--- src/rtl/hgpp_pkg.sv ---
`timescale 1ns / 1ps
// Shared widths, constants, register codes and types of the hex grid pixel picker.
package hgpp_pkg;

    // Port field widths.
    localparam int COORD_W   = 32;
    localparam int BOUND_W   = 16;
    localparam int INDEX_W   = 32;
    localparam int INV_W     = 32;
    localparam int REG_IDX_W = 3;
    localparam int DATA_W    = 32;

    // Internal datapath widths.
    localparam int DIFF_W     = COORD_W + 1;          // point minus origin
    localparam int SQRT3_W    = 27;                   // signed form of the Q1.24 constant
    localparam int PROD_W     = DIFF_W + SQRT3_W;     // sqrt3 * dx
    localparam int FRAC_SHIFT = 24;
    localparam int AX_W       = PROD_W - FRAC_SHIFT;  // 3qf and 3rf before scaling
    localparam int HALF_W     = INV_W / 2;            // halves of the inverse size
    localparam int PART_W     = AX_W + HALF_W + 1;    // one partial product
    localparam int SUM_W      = PART_W + 1;           // scaled value in Q.24
    localparam int TRUNC_W    = SUM_W - FRAC_SHIFT;   // integer part of the scaled value
    localparam int DIV_W      = 32;                   // operand of the divide by three
    localparam int FLOOR_W    = 31;                   // quotient and rounded coordinate
    localparam int REM_W      = FRAC_SHIFT + 2;       // remainder against 3 * 2^24
    localparam int ERR_W      = FRAC_SHIFT + 1;       // rounding error, at most half of 3 * 2^24
    localparam int CELL_W     = FLOOR_W + 2;          // coordinate after the fix-up
    localparam int WIDTH_W    = BOUND_W + 1;          // column count of the bounds

    // Pipeline layout.
    localparam int STAGES    = 11;
    localparam int ST_ROUND  = 6;
    localparam int ROUND_ST  = 2;
    localparam int ST_CELL   = 8;
    localparam int CELL_ST   = 3;
    localparam int SCALE_ST  = 6;

    // round(sqrt(3) * 2^24).
    localparam logic signed [SQRT3_W-1:0] SQRT3_Q24 = 27'sd29058991;
    // floor(u / 3) = (u * RECIP3) >> 33 for any 32 bit u.
    localparam logic [DIV_W-1:0] RECIP3      = 32'hAAAA_AAAB;
    localparam int               RECIP_SHIFT = 33;
    // Bias that makes the dividend non-negative: 3 * 2^29, and its quotient 2^29.
    localparam logic [DIV_W-1:0]   DIV_BIAS   = 32'd1610612736;
    localparam logic [FLOOR_W-1:0] FLOOR_BIAS = 31'd536870912;
    // Rounding divisor 3 * 2^24 and half of it.
    localparam logic [REM_W-1:0] ROUND_DEN  = 26'd50331648;
    localparam logic [REM_W-1:0] ROUND_HALF = 26'd25165824;

    // Reset value of the inverse cell size: 1.0 in Q8.24.
    localparam logic [INV_W-1:0] INV_RESET = 32'h0100_0000;

    // Configuration register indexes.
    typedef enum logic [REG_IDX_W-1:0] {
        REG_ORIGIN_X    = 3'd0,
        REG_ORIGIN_Y    = 3'd1,
        REG_INV_SIZE    = 3'd2,
        REG_COLUMN_LOW  = 3'd3,
        REG_COLUMN_HIGH = 3'd4,
        REG_ROW_LOW     = 3'd5,
        REG_ROW_HIGH    = 3'd6
    } reg_index_t;

    // Current configuration as seen by the datapath.
    typedef struct packed {
        logic signed [COORD_W-1:0] anchor_x;
        logic signed [COORD_W-1:0] anchor_y;
        logic        [INV_W-1:0]   inverse_cell_size;
        logic signed [BOUND_W-1:0] column_low;
        logic signed [BOUND_W-1:0] column_high;
        logic signed [BOUND_W-1:0] row_low;
        logic signed [BOUND_W-1:0] row_high;
    } cfg_t;

endpackage

--- src/rtl/hgpp_if.sv ---


interface hgpp_cfg_if;
    import hgpp_pkg::*;

    logic                 valid;
    logic                 ready;
    logic [REG_IDX_W-1:0] index;
    logic [DATA_W-1:0]    data;

    modport source (output valid, output index, output data, input ready);
    modport sink (input valid, input index, input data, output ready);
endinterface

--- src/rtl/hgpp_cfg.sv ---
`timescale 1ns / 1ps
// Configuration register file of the hex grid pixel picker.
module hgpp_cfg (
    input  logic          clk,
    input  logic          rst_n,
    hgpp_cfg_if.sink      wr,
    output hgpp_pkg::cfg_t cfg
);
    import hgpp_pkg::*;

    cfg_t cfg_reg;
    cfg_t cfg_next;

    // Writes are always taken.
    assign wr.ready = 1'b1;
    assign cfg      = cfg_reg;

    // Decode the register index; unknown indexes are ignored.
    always_comb
    begin
        cfg_next = cfg_reg;
        if (wr.valid)
        begin
            case (reg_index_t'(wr.index))
                REG_ORIGIN_X:    cfg_next.anchor_x          = $signed(wr.data[COORD_W-1:0]);
                REG_ORIGIN_Y:    cfg_next.anchor_y          = $signed(wr.data[COORD_W-1:0]);
                REG_INV_SIZE:    cfg_next.inverse_cell_size = wr.data[INV_W-1:0];
                REG_COLUMN_LOW:  cfg_next.column_low        = $signed(wr.data[BOUND_W-1:0]);
                REG_COLUMN_HIGH: cfg_next.column_high       = $signed(wr.data[BOUND_W-1:0]);
                REG_ROW_LOW:     cfg_next.row_low           = $signed(wr.data[BOUND_W-1:0]);
                REG_ROW_HIGH:    cfg_next.row_high          = $signed(wr.data[BOUND_W-1:0]);
                default:         cfg_next = cfg_reg;
            endcase
        end
    end

    // Register storage with reset values.
    always_ff @(posedge clk or negedge rst_n)
    begin
        if (!rst_n)
        begin
            cfg_reg.anchor_x          <= '0;
            cfg_reg.anchor_y          <= '0;
            cfg_reg.inverse_cell_size <= INV_RESET;
            cfg_reg.column_low        <= '0;
            cfg_reg.column_high       <= '0;
            cfg_reg.row_low           <= '0;
            cfg_reg.row_high          <= '0;
        end
        else
        begin
            cfg_reg <= cfg_next;
        end
    end

endmodule

--- src/flat_wrapper.sv ---
// flat-port wrapper written by rule: the top's interface ports become plain ports
module hgpp_cfg_flat import hgpp_pkg::*;
  (clk, rst_n, cfg, wr_valid, wr_index, wr_data, wr_ready);
  hgpp_cfg_if wr_i ();
  input  logic clk;
  input  logic rst_n;
  output hgpp_pkg::cfg_t cfg;
  input wire logic [$bits(wr_i.valid)-1:0] wr_valid;
  input wire logic [$bits(wr_i.index)-1:0] wr_index;
  input wire logic [$bits(wr_i.data)-1:0] wr_data;
  output wire logic [$bits(wr_i.ready)-1:0] wr_ready;
  assign wr_i.valid = wr_valid;
  assign wr_i.index = wr_index;
  assign wr_i.data = wr_data;
  assign wr_ready = wr_i.ready;
  hgpp_cfg u_core (.clk(clk), .rst_n(rst_n), .wr(wr_i), .cfg(cfg));
endmodule
--- config.mk ---
export PLATFORM = sky130hd
export DESIGN_NAME = hgpp_cfg_flat
export DESIGN_NICKNAME = d
export VERILOG_FILES = /design/src/rtl/hgpp_pkg.sv /design/src/rtl/hgpp_if.sv /design/src/rtl/hgpp_cfg.sv /design/src/flat_wrapper.sv
export SDC_FILE = /design/constraint.sdc
export NUM_CORES = 1
export LEC_CHECK = 0
export BUFFER_PORTS_ARGS = -buffer_cell sky130_fd_sc_hd__clkbuf_2
export CAP_MARGIN = 20
export CORE_MARGIN = 3
export CORE_UTILIZATION = 30
export DETAILED_ROUTE_END_ITERATION = 10
export GPL_TIMING_DRIVEN = 0
export HOLD_SLACK_MARGIN = 0.06
export PLACE_DENSITY_LB_ADDON = 0.05
export SLEW_MARGIN = 10
export SYNTH_ARGS = -nofsm -noshare
export SYNTH_HDL_FRONTEND = slang
export SYNTH_SLANG_ARGS = --single-unit
--- constraint.sdc ---
create_clock -name clk -period 1.5 [get_ports clk]
set_input_delay 0.3 -clock clk [delete_from_list [all_inputs] [get_ports clk]]
set_output_delay 0.3 -clock clk [all_outputs]
set_load 0.02 [all_outputs]
; ---- Yosys cells after proc, flatten, opt, wreduce, memory -nomap -nowiden
; Cells that the tools add are included.
[classes]
n_reduce_logical = 8
n_eq_ne = 6
[ops]
columns = operator, n
row1 = $reduce_and A2 Y1, 7
row2 = $eq A3 B3 Y1 const B, 3
row3 = $eq A3 B2 Y1 const B, 2
row4 = $eq A3 B1 Y1 const B, 1
row5 = $logic_not A3 Y1, 1
[totals]
elab_cells = 21
in_bits = 38
out_inout_bits = 161
ff_bits = 160

; ---- Depth between registers and ports, before layout
[depth]
ltp_word = 2
mapped_depth = 5
mapped_depth_nobuf = 2

; ---- Worst setup path after synthesis
; No wires, ideal clock.
[synth_timing]
path_kind = in2reg
startpoint = in wr_index[1]
endpoint = reg u_core.cfg_reg (netlist bit u_core.cfg[139])
path_buffers = 2
setup_ns = 0.125
required_time_ns = 1.375
arrival_time_ns = 1.358
path_stages = 4
slack_ns = 0.017
cell_sequence = buf_4 nor4b_4 buf_6 mux2_2
[synth_via]
elab_chain_len = 2
[synth_rtl]
columns = item, line_no
row1 = from (decl), flat_wrapper.sv:9  ; input wire logic [$bits(wr_i.index)-1:0] wr_index;
row2 = $logic_not A3 Y1, hgpp_cfg.sv:24  ; case (reg_index_t'(wr.index))
row3 = $reduce_and A2 Y1 (no source line), --
row4 = to (signal assigned), hgpp_cfg.sv:52  ; cfg_reg <= cfg_next;
row5 = to (decl), hgpp_cfg.sv:11  ; cfg_t cfg_reg;
; No other way between the ends.
; A chain may end at the register's enable or synchronous reset.

; ---- Final worst setup path
[layout_timing]
startpoint = reg u_core.cfg_reg (netlist bit u_core.cfg[88])
endpoint = out cfg[88] (netlist bit)
[layout_rtl]
columns = item, line_no
row1 = to (decl), flat_wrapper.sv:7  ; output hgpp_pkg::cfg_t cfg;
; No word-level cell between the ends.

==> results <==
- Together, buffers and inverters on the worst path number 1.
- The warning count from the yosys run is 0.
- Counting distinct cell types in the post-synthesis netlist gives 14.
- The antenna diode count is 0.
- The startpoint of the most critical register-to-register path is u_core.cfg[70].
- The total of buffers placed on input and output ports is 193.
- The clock network burns 32.8% of the power.
- CTS built an H-tree with a depth of 4.
- The tree built by TritonCTS fans out to 160 sinks.
- Synthesis produced a netlist whose cell count is between 300 and 400.
- The wire length of the first global-routing pass is 23.9 mm.
- The worst pin sits at a relative slew slack of 57.5%.
- The number of hold violations in the final report came to 0.
- The arrival time of the worst setup path is about 1.1 ns.
- Summing all non-filler instances in the final layout gives an area of between 8000 and 9000 um^2.
- Entering global routing, the biggest net connects 86 pins.
- Tracing the worst setup path back leads to its startpoint at u_core.cfg[88].
- The standard cell with the maximum stage delay on the critical path is dfstp_2.
- The clock buffer count from CTS is 17.
- Excluding fillers, the count of instances in the completed layout stands at approximately 840.
- The start-to-end type of the worst setup path is reg -> out.
- Of all nets on the critical path, the largest fanout is 2.
- The floorplan has 51 rows.
- The initial antenna violation count was 0.
- Dividing the detail-routed via count by the number of cells gives 4.39.
- The primary flip-flop cell chosen by synthesis mapping is dfrtp_1.
- The slew of the pin with the lowest slew margin is 0.637 ns.
- In this run the vertical extent of the chip is about 150 um.
- The post-CTS clock slew at the launch and capture registers of the worst setup and hold paths is approximately 0.060 ns.
- STA puts the critical path data required time at 1.20 ns.
- After synthesis, the most frequently instantiated cells are dfrtp_1, mux2_2, buf_6.
- Along the worst hold path, the cell count comes to 2.
- In this run the deepest clock path goes through 2 buffers.
- The number of global-route vias before repair is just under 4,000.
- The net switching fraction of the power is 31.4%.
- The count of final max-slew check failures was 0.
- The flow ran to the end, and the final reports show no timing, DRC or antenna violations.
- In this run the power density over the cells is 1710 nW/um^2.
- The post-placement cell count is about 800.
- The number of cells on the worst reg-to-reg path is 1.
- The area of the mapped netlist is 6110 um^2.
- In this run the critical register-to-register path is captured at u_core.cfg[70].
- The class of the worst hold path is in -> reg.
- In this run the cell area measured after placement is 7440 um^2.
- Routability-driven placement finished with a final weighted congestion of 0.700.
- The highest clock rate is 0.708 GHz.
- The die outline area is 22,100 um^2.
- The tool flagged a number of max-cap violations equal to 0.
- Ranked by total cell area, the synthesized netlist is headed by dfrtp_1, mux2_2, buf_6, mux2_1, nand4b_2.
- Of the available clock period, the critical path in the final layout requires ~94%.
- The startpoint type of the worst setup path is a flop.
- The worst-case IR drop observed on VDD is 0.733 mV.
- The total power is 0.0138 W.
- Across the whole layout, storage elements account for 4010 um^2.
- The initial utilization of the core area, before any placement, comes to 31.0%.
- The worst hold-check slack is 0.131 ns.
- The fraction of synthesis flops using an asynchronous set or reset pin is 100%.
- The largest clock skew in the final design is 0 ns.
- The final layout contains 601 nets.
- The most common cell in the synthesized netlist is dfrtp_1.
- On the worst path, the slowest cell contributes a delay of between 0.5 and 0.6 ns.
- The die width is 149 um.
- Cells with a size suffix above 1 make up 70.3% of the layout.
- The leakage power total is about 3.9 nW.
- In this run the number of cells on the critical path is 1.
- The count of unresolved DRC violations after routing is 0.
- Summing all multi-input logic gate instances after layout gives 1920 um^2.
- The cell family contributing the most delay on the critical path is flip-flops.
- Across all register-to-register paths, the minimum setup slack is 0.72 ns.
- Fill cells in the final layout number 1,874.
- The combinational group share of total power is 25.4%.
- The via count of the routed design is 3,691.
- The register area share after synthesis is 65.6%.
- Counting flops with a built-in enable in the synthesized netlist gives 0.
- At the later pin of the worst-skew pair, clock insertion delay measures 0.41 ns.
- The synthesized design spends more area on one cell type than any other, namely dfrtp_1.
- The worst hold path begins at wr_data[30].
- The CTS tree is built.
- Setup repair after global routing left no endpoint under its margin.
- The cell sitting at the root of the clock tree is a clkbuf_16.
- The placed wire-length estimate after detailed placement is 11.1 mm.
- The core area is 19,700 um^2.
- The routed design could run at a clock period as short as 1.41 ns.
- The critical path goes through clkbuf_2.
- The internal power is roughly 0.0095 W.
- The post-route antenna net violation count is 0.
- Setup violations remaining at the end of the flow were counted as 0.
- The worst setup path is captured at an output port.
- The average wire per cell in the routed design is approximately 19 um.
- The register with the most flip-flops in the layout has 160 of them.
- The register share of total power is 41.8%.
- The reported net switching power is 0.00433 W.
- Of the post-synthesis cell area, the dominant cell type holds 65.1%.
- The growth of design area from synthesis to finish is 32.3%.
- Before antenna repair, the detailed router went through 4 iterations.
- The total routing usage reported by global routing is 14.4%.
- The critical path ends at cfg[88].
- The synthesized flop and latch total is 160.
- Synthesis produced a netlist with a net count of 387.
- The I/O pin count is 199.
- The synthesized area per cell is between 15 and 20 um^2.
- The routed design has ~16 mm of wire.
- After global routing the overflow that remains totals 0.
- The number of design-rule violations left by the first detailed-router iteration is 63.
## cells by family after synthesis
logic type             after synthesis  share of synthesized area (%)
flip-flops                         160                           65.6
multiplexers                       160                           29.6
AND/OR/NAND/NOR                      7                           1.70
other                                1                         0.0614
buffers and inverters               21                           3.05
## per-layer routing
metal	share of wire (%)	wire length, um	up-vias	global-route usage, %
met3	6.6	1030	16	5.06
met1	42	6630	1899	18.0
met4	1.4	221	0	4.71
met5	0	0	-	0
li1	-	-	1665	-
met2	50	7750	111	23.4
## final cells by class
cell class | instances | area share, %
Clock inverter | 11 | 1.87
Tap cell | 265 | 4.10
Clock buffer | 21 | 5.94
Multi-Input combinational cell | 168 | 23.7
Buffer | 21 | 2.31
Timing Repair Buffer | 195 | 12.5
Sequential cell | 160 | 49.5
## what timing repair did
| action | CTS | global route |
|---|---|---|
| hold endpoints to repair | 75 | 0 |
| resized for setup | 0 | 0 |
| hold buffers | 1 | 0 |
| buffers inserted | 0 | 0 |
## worst min-delay path by stage
stage,to
floorplan,u_core.cfg[0]
global placement,u_core.cfg[73]
detailed placement,u_core.cfg[106]
CTS,u_core.cfg[158]
global route,u_core.cfg[158]
finish,u_core.cfg[158]
## per-stage QoR
step / setup slack [ns] / TNS (ns) / utilization (%)
after global placement: -2.65 / -439.80 / 37.6
after global routing: 0.0421 / 0 / 41.0
after CTS: 0.0567 / 0 / 41.0
final: 0.0878 / 0 / 41.0
after floorplan: 0.0168 / 0 / -
after detailed placement: -0.289 / -22.76 / 37.7
## cells in the final DEF, fill, tap and decap left out, drive strengths merged, types with 2 or more instances in the layout
cell / synthesis / final
bufinv: 0 / 3
and4bb: 2 / 2
clkinvlp: 0 / 4
dfrtp: 159 / 159
mux2: 160 / 160
inv: 0 / 2
clkbuf: 1 / 215
buf: 20 / 21
clkinv: 0 / 2
nand4b: 3 / 3
## power by group through the flow
stage,logic (W),registers [W],clock network [W]
finish,0.00351,0.00577,0.00453
global route,0.00375,0.00589,0.00489
CTS,0.00359,0.00578,0.00471
detailed placement,0.00359,0.00585,0
global placement,0.00354,0.00582,0
floorplan,0.000917,0.00699,0
(Power assumes the default switching activity.)
