==> config.mk <==
export PLATFORM = sky130hd
export DESIGN_NAME = hgpp_cell
export DESIGN_NICKNAME = d
export VERILOG_FILES = /design/src/rtl/hgpp_pkg.sv /design/src/rtl/hgpp_cell.sv
export SDC_FILE = /design/constraint.sdc
export NUM_CORES = 1
export LEC_CHECK = 0
export ABC_AREA = 1
export BUFFER_PORTS_ARGS = -buffer_cell sky130_fd_sc_hd__buf_2
export CAP_MARGIN = 15
export CELL_PAD_IN_SITES_DETAIL_PLACEMENT = 0
export CELL_PAD_IN_SITES_GLOBAL_PLACEMENT = 1
export CORE_ASPECT_RATIO = 0.9
export CORE_MARGIN = 3
export CORE_UTILIZATION = 49
export CTS_BUF_LIST = sky130_fd_sc_hd__clkbuf_8
export DETAILED_ROUTE_END_ITERATION = 10
export GPL_TIMING_DRIVEN = 1
export PLACE_DENSITY_LB_ADDON = 0.1
export RECOVER_POWER = 100
export SLEW_MARGIN = 5
export SYNTH_ARGS = -nofsm -noshare
export SYNTH_HDL_FRONTEND = slang
export SYNTH_SLANG_ARGS = --single-unit
==> constraint.sdc <==
create_clock -name clk -period 12 [get_ports clk]
set_clock_uncertainty 0.1 [all_clocks]
set_input_delay 2.4 -clock clk [delete_from_list [all_inputs] [get_ports clk]]
set_output_delay 2.4 -clock clk [all_outputs]
set_load 0.01 [all_outputs]
==> src/rtl/hgpp_pkg.sv <==
`timescale 1ns / 1ps
// Shared widths, constants, register codes and types of the hex grid pixel picker.
package hgpp_pkg;

    // Port field widths.
    localparam int COORD_W   = 32;
    localparam int BOUND_W   = 16;
    localparam int INDEX_W   = 32;
    localparam int INV_W     = 32;
    localparam int REG_IDX_W = 3;
    localparam int DATA_W    = 32;

    // Internal datapath widths.
    localparam int DIFF_W     = COORD_W + 1;          // point minus origin
    localparam int SQRT3_W    = 27;                   // signed form of the Q1.24 constant
    localparam int PROD_W     = DIFF_W + SQRT3_W;     // sqrt3 * dx
    localparam int FRAC_SHIFT = 24;
    localparam int AX_W       = PROD_W - FRAC_SHIFT;  // 3qf and 3rf before scaling
    localparam int HALF_W     = INV_W / 2;            // halves of the inverse size
    localparam int PART_W     = AX_W + HALF_W + 1;    // one partial product
    localparam int SUM_W      = PART_W + 1;           // scaled value in Q.24
    localparam int TRUNC_W    = SUM_W - FRAC_SHIFT;   // integer part of the scaled value
    localparam int DIV_W      = 32;                   // operand of the divide by three
    localparam int FLOOR_W    = 31;                   // quotient and rounded coordinate
    localparam int REM_W      = FRAC_SHIFT + 2;       // remainder against 3 * 2^24
    localparam int ERR_W      = FRAC_SHIFT + 1;       // rounding error, at most half of 3 * 2^24
    localparam int CELL_W     = FLOOR_W + 2;          // coordinate after the fix-up
    localparam int WIDTH_W    = BOUND_W + 1;          // column count of the bounds

    // Pipeline layout.
    localparam int STAGES    = 11;
    localparam int ST_ROUND  = 6;
    localparam int ROUND_ST  = 2;
    localparam int ST_CELL   = 8;
    localparam int CELL_ST   = 3;
    localparam int SCALE_ST  = 6;

    // round(sqrt(3) * 2^24).
    localparam logic signed [SQRT3_W-1:0] SQRT3_Q24 = 27'sd29058991;
    // floor(u / 3) = (u * RECIP3) >> 33 for any 32 bit u.
    localparam logic [DIV_W-1:0] RECIP3      = 32'hAAAA_AAAB;
    localparam int               RECIP_SHIFT = 33;
    // Bias that makes the dividend non-negative: 3 * 2^29, and its quotient 2^29.
    localparam logic [DIV_W-1:0]   DIV_BIAS   = 32'd1610612736;
    localparam logic [FLOOR_W-1:0] FLOOR_BIAS = 31'd536870912;
    // Rounding divisor 3 * 2^24 and half of it.
    localparam logic [REM_W-1:0] ROUND_DEN  = 26'd50331648;
    localparam logic [REM_W-1:0] ROUND_HALF = 26'd25165824;

    // Reset value of the inverse cell size: 1.0 in Q8.24.
    localparam logic [INV_W-1:0] INV_RESET = 32'h0100_0000;

    // Configuration register indexes.
    typedef enum logic [REG_IDX_W-1:0] {
        REG_ORIGIN_X    = 3'd0,
        REG_ORIGIN_Y    = 3'd1,
        REG_INV_SIZE    = 3'd2,
        REG_COLUMN_LOW  = 3'd3,
        REG_COLUMN_HIGH = 3'd4,
        REG_ROW_LOW     = 3'd5,
        REG_ROW_HIGH    = 3'd6
    } reg_index_t;

    // Current configuration as seen by the datapath.
    typedef struct packed {
        logic signed [COORD_W-1:0] anchor_x;
        logic signed [COORD_W-1:0] anchor_y;
        logic        [INV_W-1:0]   inverse_cell_size;
        logic signed [BOUND_W-1:0] column_low;
        logic signed [BOUND_W-1:0] column_high;
        logic signed [BOUND_W-1:0] row_low;
        logic signed [BOUND_W-1:0] row_high;
    } cfg_t;

endpackage

==> src/rtl/hgpp_cell.sv <==
`timescale 1ns / 1ps
// Back stages: cube fix-up, bounds check and row-major tile index.
module hgpp_cell (
    input  logic                                 clk,
    input  logic [hgpp_pkg::CELL_ST-1:0]         en,
    input  logic signed [hgpp_pkg::FLOOR_W-1:0]  rq,
    input  logic signed [hgpp_pkg::FLOOR_W-1:0]  rr,
    input  logic signed [hgpp_pkg::FLOOR_W-1:0]  rs,
    input  logic        [hgpp_pkg::ERR_W-1:0]    eq,
    input  logic        [hgpp_pkg::ERR_W-1:0]    er,
    input  logic        [hgpp_pkg::ERR_W-1:0]    es,
    input  hgpp_pkg::cfg_t                       cfg,
    output logic                                 hit,
    output logic signed [hgpp_pkg::BOUND_W-1:0]  cell_q,
    output logic signed [hgpp_pkg::BOUND_W-1:0]  cell_r,
    output logic        [hgpp_pkg::INDEX_W-1:0]  tile_index
);
    import hgpp_pkg::*;

    logic signed [CELL_W-1:0]  q_reg, q_next, r_reg, r_next;
    logic signed [CELL_W-1:0]  ql, qh, rl, rh;
    logic                      hit9_reg, hit9_next;
    logic        [BOUND_W-1:0] dq_reg, dq_next, dr_reg, dr_next;
    logic        [BOUND_W-1:0] q9_reg, r9_reg;
    logic        [WIDTH_W-1:0] width_reg, width_next;
    logic [BOUND_W+WIDTH_W-1:0] row_base;
    logic                      hit_reg;
    logic        [BOUND_W-1:0] cq_reg, cq_next, cr_reg, cr_next;
    logic        [INDEX_W-1:0] idx_reg, idx_next;

    // Recompute the component with the strictly largest rounding error.
    always_comb
    begin
        q_next = CELL_W'(rq);
        r_next = CELL_W'(rr);
        if ((eq > er) && (eq > es))
        begin
            q_next = -CELL_W'(rr) - CELL_W'(rs);
        end
        else if (er > es)
        begin
            r_next = -CELL_W'(rq) - CELL_W'(rs);
        end
    end

    // Bounds check and offsets into the tile grid.
    always_comb
    begin
        ql         = CELL_W'(cfg.column_low);
        qh         = CELL_W'(cfg.column_high);
        rl         = CELL_W'(cfg.row_low);
        rh         = CELL_W'(cfg.row_high);
        hit9_next  = (q_reg >= ql) && (q_reg <= qh) && (r_reg >= rl) && (r_reg <= rh);
        dq_next    = BOUND_W'(q_reg - ql);
        dr_next    = BOUND_W'(r_reg - rl);
        width_next = WIDTH_W'(qh - ql + 1);
    end

    // Row-major index; a miss clears every field.
    always_comb
    begin
        row_base = dr_reg * width_reg;
        idx_next = row_base[INDEX_W-1:0] + INDEX_W'(dq_reg);
        cq_next  = q9_reg;
        cr_next  = r9_reg;
        if (!hit9_reg)
        begin
            idx_next = '0;
            cq_next  = '0;
            cr_next  = '0;
        end
    end

    always_ff @(posedge clk)
    begin
        if (en[0])
        begin
            q_reg <= q_next;
            r_reg <= r_next;
        end
        if (en[1])
        begin
            hit9_reg  <= hit9_next;
            dq_reg    <= dq_next;
            dr_reg    <= dr_next;
            width_reg <= width_next;
            q9_reg    <= q_reg[BOUND_W-1:0];
            r9_reg    <= r_reg[BOUND_W-1:0];
        end
        if (en[2])
        begin
            hit_reg <= hit9_reg;
            cq_reg  <= cq_next;
            cr_reg  <= cr_next;
            idx_reg <= idx_next;
        end
    end

    assign hit        = hit_reg;
    assign cell_q     = $signed(cq_reg);
    assign cell_r     = $signed(cr_reg);
    assign tile_index = idx_reg;

endmodule

; After elaboration in Yosys (flattened, before gate mapping)
; Cells that the tools add are included.
[classes]
add_sub_neg = 9
n_mul = 1
order_cmp = 7
muxes = 3
n_reduce_logical = 4
[op_table]
columns = cell, count
row1 = $mux 33, 3
row2 = $gt 25x25->1, 3
row3 = $ge 33x16->1, 2
row4 = $le 33x16->1, 2
row5 = $neg 31->33, 2
row6 = $sub 33x31->33, 2
row7 = $add 32x16->32, 1
row8 = $mul 16x17->32, 1
row9 = $sub 16x16->16, 2
row10 = $add 17x2->17 const B, 1
row11 = $sub 16x16->17, 1
row12 = $logic_and 1x1->1, 4
[word_totals]
ff_bits = 213
inputBits = 332
output_inout_bits = 65
word_cells = 36

; Depth between registers and ports, before layout
; Gate-level depths: netlist (run 1).
[depth]
word_depth = 4
depth_mapped = 27
ltp_nobuf = 25

; Worst setup path after synthesis (run 1)
; No wires, ideal clock.
[synth_path]
path_type = reg-to-reg
start = register dr_reg[9]
end = register idx_reg[31] (netlist: tile_index[31]) (data pin)
setup_time_ns = 0.255
arrival_time_ns = 5.460
required_ns = 11.645
setup_slack_ns = 6.186
stages_incl_launch_ff = 23
n_path_buf = 2
period_less_slack_ns = 5.814
path_cell_list = edfxtp_1 > clkbuf_1 > clkbuf_1 > nand2_1 > fa_1 > inv_1 > fa_1 > inv_1 > fa_1 > inv_1 > fa_1 > fa_1 > inv_1 > fa_1 > inv_1 > ha_1 > nand2_1 > nor2_1 > nand4_1 > o21ai_0 > nand3_1 > a21oi_1 > nor2_1
[synth_via]
elab_chain_len = 2
[synth_lines]
columns = item, line
row1 = "start, declared", hgpp_cell.sv:23  ; logic [BOUND_W-1:0] dq_reg, dq_next, dr_reg, dr_next;
row2 = "start signal, assigned", hgpp_cell.sv:85  ; dr_reg <= dr_next;
row3 = $mul 16x17->32, hgpp_cell.sv:62  ; row_base = dr_reg * width_reg;
row4 = $add 32x16->32, hgpp_cell.sv:63  ; idx_next = row_base[INDEX_W-1:0] + INDEX_W'(dq_reg);
row5 = "end signal, assigned", hgpp_cell.sv:95  ; idx_reg <= idx_next;
row6 = "end, declared", hgpp_cell.sv:29  ; logic [INDEX_W-1:0] idx_reg, idx_next;
; No other way between the ends.
; A chain may end at the register's enable or synchronous reset.

; Worst setup path in the final report (run 1)
[layout_path]
start = input port er[24] in the netlist's numbering
end = register r_reg[30] (data pin)
[layout_via]
elab_chain_len = 3
elab_cells_between_ends = 5
cone_classes = 2 x order compare / 2 x mux / 1 x reduce/logical
[layout_lines]
columns = item, line
row1 = "start, declared", hgpp_cell.sv:10  ; input logic [hgpp_pkg::ERR_W-1:0] er,
row2 = "$gt 25x25->1, on equally long branches", "hgpp_cell.sv:40, hgpp_cell.sv:36"
row3 = $mux 33 or $logic_and 1x1->1 (tied branches), "hgpp_cell.sv:40, hgpp_cell.sv:36"
row4 = $mux 33 *, hgpp_cell.sv:36  ; if ((eq > er) && (eq > es))
row5 = net r_next[30], hgpp_cell.sv:20  ; logic signed [CELL_W-1:0] q_reg, q_next, r_reg, r_next;
row6 = "end signal, assigned", hgpp_cell.sv:79  ; r_reg <= r_next;
row7 = "end, declared", hgpp_cell.sv:20
; Mark *: on every way through the listed nets, which the timed path passes. The rest lies on a longest branch.

==> reports/results.ini, run 1 <==
[logic_synthesis]
ys.warnings.count=0
yosys.area_share.simple_pct=19.5
synth_edf_count=213
synth_top_family_by_area=adder cells
synth_cell_type_count=42
synthTopCellsByCount=976 x nand2_1, 846 x inv_1, 466 x ha_1
yosysMostFrequentCell=nand2_1
synthArstFlopShare_pct=0
syn-num-nets=4831
syn_area_per_cell_um2=7.71
synth-xor-area-share_pct=2.48
synth_fa_ha_area_share_pct=35.4
synthCells=3805
synth_mux_area_share_pct=0
yosysTopAreaCellShare_pct=21.8
syn-cell-area_um2=29400
synth_flop_cell=edfxtp_1
ys_seq_area_share_pct=21.8
ys_ff_latch=213
synthTopCellsByArea=edfxtp_1 22%, ha_1 20%, fa_1 16%
yosys.area.top_type=edfxtp_1
synth_compound_area_share_pct=8.70

[sta]
hold_viol_final=0
rsz0062_at_grt=false
max-slew-margin-rel_pct=-178
drv_slew=354
period_share_pct=67.8
setup-violations-final=0
tightest_slew_ps=4170
max_freq_mhz=123
setup_tns_ps=0
period_minus_slack_ps=8140

[global_routing]
grt_pass1_wl_um=135000
antenna_found_initial=6
grt_max_degree=67
grt_pass1_vias=24688
gr-total-overflow=0
gr-usage-all-layers_pct=27.5

[clock_network]
post_cts_buffers=0
clk_latency_ps=610
postCtsHoldBufs=0
clkTransAtPathRegs_ps=60
clk_path_buf_depth=3
h-tree-depth=2
cts.sinks=213
cts_resized=0
cts-root-buf=clkbuf_8
numCtsBuffers=38
cts_tree=built

[setup_path]
critPathKind=primary input to register
cp.arrival_ps=8320
crit_required_ps=12180
crit_path_max_fanout=47
cp-end-kind=register
start_kind=primary input

[cells_and_area]
fill_cells=5937
area_growth_pct=9.44
final_layout_size_suffix_gt1_share_pct=7.52
final_nets=5092

[routing]
drc=0
num_vias=24760
vias_per_cell=5.08
drt_pass1_iterations=6
dr.first_iter.drc_count=1746
postRouteAntennaNets=0
wl_per_cell_um=17.7
wirelength_um=86400

[placement]
numPortBuffers=300
place_hpwl_um=72200
gp_congestion=0.964

[die]
die_h_um=238
io_pins=397
initial_core_util_pct=49.9
die_x_um=264
fp.coreArea_um2=58900
rows=84
die_area_um2=62900

[outcome]
violations=capacitance limit, slew limit
status=complete, but fails checks

[hold_path]
hold_class=register to register

[flow_run]
maxCapViolCount=6

==> logic make-up (layout without fill, tap and decap cells) <==
| family | count (synthesis) | after routing |
|---|---|---|
| XOR/XNOR | 83 | 83 |
| other | 0 | 3 |
| flip-flops | 213 | 213 |
| adder cells (fa/ha/maj) | 694 | 694 |
| AND/OR/NAND/NOR | 1416 | 1416 |
| buffers and inverters | 935 | 1226 |
| AO/OA/AOI/OAI | 464 | 464 |
==> worst paths after layout <==
| path | from | endpoint | slack (ps) | depth (start not counted) |
|---|---|---|---|---|
| worst max register to register | width_reg[5]$_DFFE_PP_ | tile_index[31]$_SDFFCE_PN0P_ | 5370 | 21 |
| worst min register to register | r9_reg[2]$_DFFE_PP_ | cell_r[2]$_SDFFCE_PN0P_ | 400 | 2 |
| worst min-delay path | r9_reg[2]$_DFFE_PP_ | cell_r[2]$_SDFFCE_PN0P_ | 400 | 2 |
| worst max-delay path | er[24] | r_reg[30]$_DFFE_PP_ | 3860 | 15 |
==> metal layers <==
layer / vias to the layer above / wire length (µm) / track usage [%]
met4: 0 / 3180 / 9.75
met3: 153 / 4050 / 2.93
met2: 667 / 41300 / 47.5
met1: 11421 / 38000 / 36.1
li1: 12519 / - / -
met5: - / 0 / 0
==> through the flow <==
step | util (%) | cell area [µm²] | hold WS [ps] | worst slack (ps) | instances
2_1_floorplan | - | 29400 | 324 | 6190 | 3805
3_3_place_gp | 53.5 | 31500 | 385 | 5500 | 4800
3_5_place_dp | 53.5 | 31500 | 391 | 5470 | 4800
4_1_cts | 54.9 | 32300 | 402 | 5510 | 4870
5_1_grt | 54.6 | 32100 | 426 | 3300 | 4871
6_report | 54.6 | 32100 | 400 | 3860 | 4873
==> worst max-delay path, stage by stage <==
cell	delay, ps
clkbuf_1	110
inv_1	50
ha_1	290
nand2_1	70
nor2_1	170
and2_0	170
nand2_1	100
nor2_1	140
nand2_1	80
nand2_2	60
nand3_1	1180
nand2_1	2030
inv_1	930
nand2_1	260
nand2_1	230
==> placed cells by master (no fill, tap or decap), types with 2 or more instances in the layout <==
master and instances:
edfxtp_1 213, nand3b_1 8, clkbuf_8 38, nand4_1 32, inv_6 3, nand2_1 977
o211ai_1 4, clkinv_1 8, fa_1 228, o21ai_0 150, o2111ai_1 2, xnor2_1 45
clkbuf_1 74, and2_1 3, o21a_1 22, a21o_1 24, diode_2 3, nor3_1 34
o21bai_1 9, and2_0 2, buf_2 229, nor2_1 220, nand2_2 14, buf_4 3
o21ai_1 3, bufinv_16 4, a21oi_1 237, nand3_1 113, a31oi_1 8, inv_1 855
clkinv_2 8, nor4_1 9, xor2_1 38, ha_1 466
==> cell type report <==
cell class | instances | area (µm²) | share of cell area, %
Multi-Input combinational cell | 2657 | 19300 | 60.1
Sequential cell | 213 | 6400 | 19.9
Inverter | 850 | 3190 | 9.93
Timing Repair Buffer | 306 | 1450 | 4.50
Tap cell | 774 | 968 | 3.01
Clock buffer | 38 | 523 | 1.63
Clock inverter | 32 | 272 | 0.845
Antenna cell | 3 | 7.51 | 0.0234
Power of run 1 is not shown: default switching activity piles up to over one toggle a cycle in this logic, so the estimate is an artifact.
==> run 2: changes to the inputs <==
--- a/config.mk
+++ b/config.mk
@@ -12,7 +12,7 @@
 export CELL_PAD_IN_SITES_GLOBAL_PLACEMENT = 1
 export CORE_ASPECT_RATIO = 0.9
 export CORE_MARGIN = 3
-export CORE_UTILIZATION = 49
+export CORE_UTILIZATION = 45
 export CTS_BUF_LIST = sky130_fd_sc_hd__clkbuf_8
 export DETAILED_ROUTE_END_ITERATION = 10
 export GPL_TIMING_DRIVEN = 1
==> constraint.sdc (replaced) <==
create_clock -name clk -period 8.3 [get_ports clk]
set_clock_uncertainty 0.1 [all_clocks]
set_input_delay 1.66 -clock clk [delete_from_list [all_inputs] [get_ports clk]]
set_output_delay 1.66 -clock clk [all_outputs]
set_load 0.01 [all_outputs]
==> run 2 against run 1 <==
Against the previous run: the flow still finishes with violations (capacitance limit, slew limit); sequential share of layout area about the same; cell count up 1.8%; flip-flop and latch count unchanged; routed wire length up 2.1%; design area up 0.22%; critical path depth up 5; global-route usage down 1.5 points; first-iteration DRC count down 9.4%; clock-buffer cell count up 2; setup slack worse by 2200 ps; critical endpoint is now tile_index[31]$_SDFFCE_PN0P_.
==> reports/results.ini, run 2 (same netlist as run 1, synthesis figures left out) <==
[global_routing]
gr-total-overflow=0
grt_max_degree=67
grt_pass1_vias=24318
antenna_found_initial=8
gr-usage-all-layers_pct=26.0
grt_pass1_wl_um=136000

[routing]
wirelength_um=88200
drc=0
wl_met1_um=38900
vias_per_cell=4.96
routed.top_layer=met5
postRouteAntennaNets=0
num_vias=24574
drt_pass1_iterations=6
detailroute.wirelength.met3_um=4190
wl_per_cell_um=17.8
dr.first_iter.drc_count=1582
route.met2.wl_um=42300

[setup_path]
cp-end-kind=register
crit_required_ps=8550
r2r_start=dr_reg[6]$_DFFE_PP_
start_kind=register
ff2ff_setup_slack_ps=1650
crit_path_max_fanout=17
r2r_cells=20
cp.arrival_ps=6900
r2r-end=tile_index[31]$_SDFFCE_PN0P_
critPathKind=register to register

[die]
io_pins=397
die_area_um2=68300
die_h_um=248
rows=88
initial_core_util_pct=45.6
die_x_um=275
fp.coreArea_um2=64300

[clock_network]
h-tree-depth=2
clkTransAtPathRegs_ps=60
cts.sinks=213
cts-root-buf=clkbuf_8
post_cts_buffers=0
postCtsHoldBufs=0
cts_resized=0
numCtsBuffers=40
clk_path_buf_depth=3
clk_latency_ps=600
cts_tree=built

[cells_and_area]
multi_input_area_um2=19300
final_layout_size_suffix_gt1_share_pct=7.49
area_growth_pct=9.68
fill_cells=6671
layout_common_cells=977 x nand2_1, 858 x inv_1, 466 x ha_1
final_common_cell=nand2_1
seqCellArea_um2=6400
final_nets=5097

[hold_path]
hold_class=register to register
hold_path_startpoint=r9_reg[15]$_DFFE_PP_
worstHoldPathCells=2
whs_endpoint=cell_r[15]$_SDFFCE_PN0P_

[placement]
place_hpwl_um=73900
numPortBuffers=300
gp_congestion=0.918

[sta]
max_freq_mhz=150
hold_viol_final=0
setup_tns_ps=0
max-slew-margin-rel_pct=-176
period_share_pct=80.1
period_minus_slack_ps=6650
drv_slew=289
rsz0062_at_grt=false
tightest_slew_ps=4140
setup-violations-final=0

[outcome]
status=complete, but fails checks
violations=capacitance limit, slew limit

[flow_run]
maxCapViolCount=5

run 2: how the worst max path moves through the flow:
stage / slack, ps / to / cells past startpoint / startpoint
after floorplan: 2490 / tile_index[31]$_SDFFCE_PN0P_ / 22 / dr_reg[9]$_DFFE_PP_
after global placement: 1740 / tile_index[31]$_SDFFCE_PN0P_ / 20 / width_reg[5]$_DFFE_PP_
after detailed placement: 1690 / tile_index[31]$_SDFFCE_PN0P_ / 20 / width_reg[5]$_DFFE_PP_
after CTS: 1720 / tile_index[31]$_SDFFCE_PN0P_ / 18 / dr_reg[3]$_DFFE_PP_
after global routing: 1370 / tile_index[31]$_SDFFCE_PN0P_ / 19 / dr_reg[3]$_DFFE_PP_
final: 1650 / tile_index[31]$_SDFFCE_PN0P_ / 20 / dr_reg[6]$_DFFE_PP_
run 2: metrics by stage:
stage               cell area, µm²  instances  setup slack [ps]  hold WS (ps)  util (%)
finish                       32200       4959              1650           397      50.1
global route                 32200       4958              1370           423      50.1
CTS                          32300       4953              1720           394      50.3
detailed placement           31600       4884              1690           390      49.2
global placement             31600       4884              1740           388      49.2
floorplan                    29400       3805              2490           324         -
run 2: metal layers:
| metal | track usage, % | vias to the layer above |
|---|---|---|
| met2 | 45.0 | 614 |
| met3 | 3.18 | 124 |
| met4 | 8.06 | 2 |
| li1 | - | 12525 |
| met5 | 0 | - |
| met1 | 34.0 | 11309 |
run 2: layout make-up:
class                      instances  area share, %
clock buffer                      40           1.71
sequential                       213           19.9
timing repair buffer             309           4.57
clock inverter                    29          0.532
antenna                            6         0.0466
inverter                         850           9.91
multi-input combinational       2657           60.0
tap                              855           3.32
run 2: critical path, cell delays in order, from the launching register on:
cell      delay [ps]
edfxtp_1         800
nand2_1          200
inv_1             80
fa_1             530
inv_1             50
fa_1             500
fa_1             520
inv_1             70
fa_1             460
fa_1             540
inv_1             60
fa_1             560
inv_1             50
ha_1             390
nand2_1          160
nor2_1           190
nand4_1           90
o21ai_0          550
nand3_1          200
a21oi_1          200
nor2_1            80
Power of run 2 is left out for the same reason.
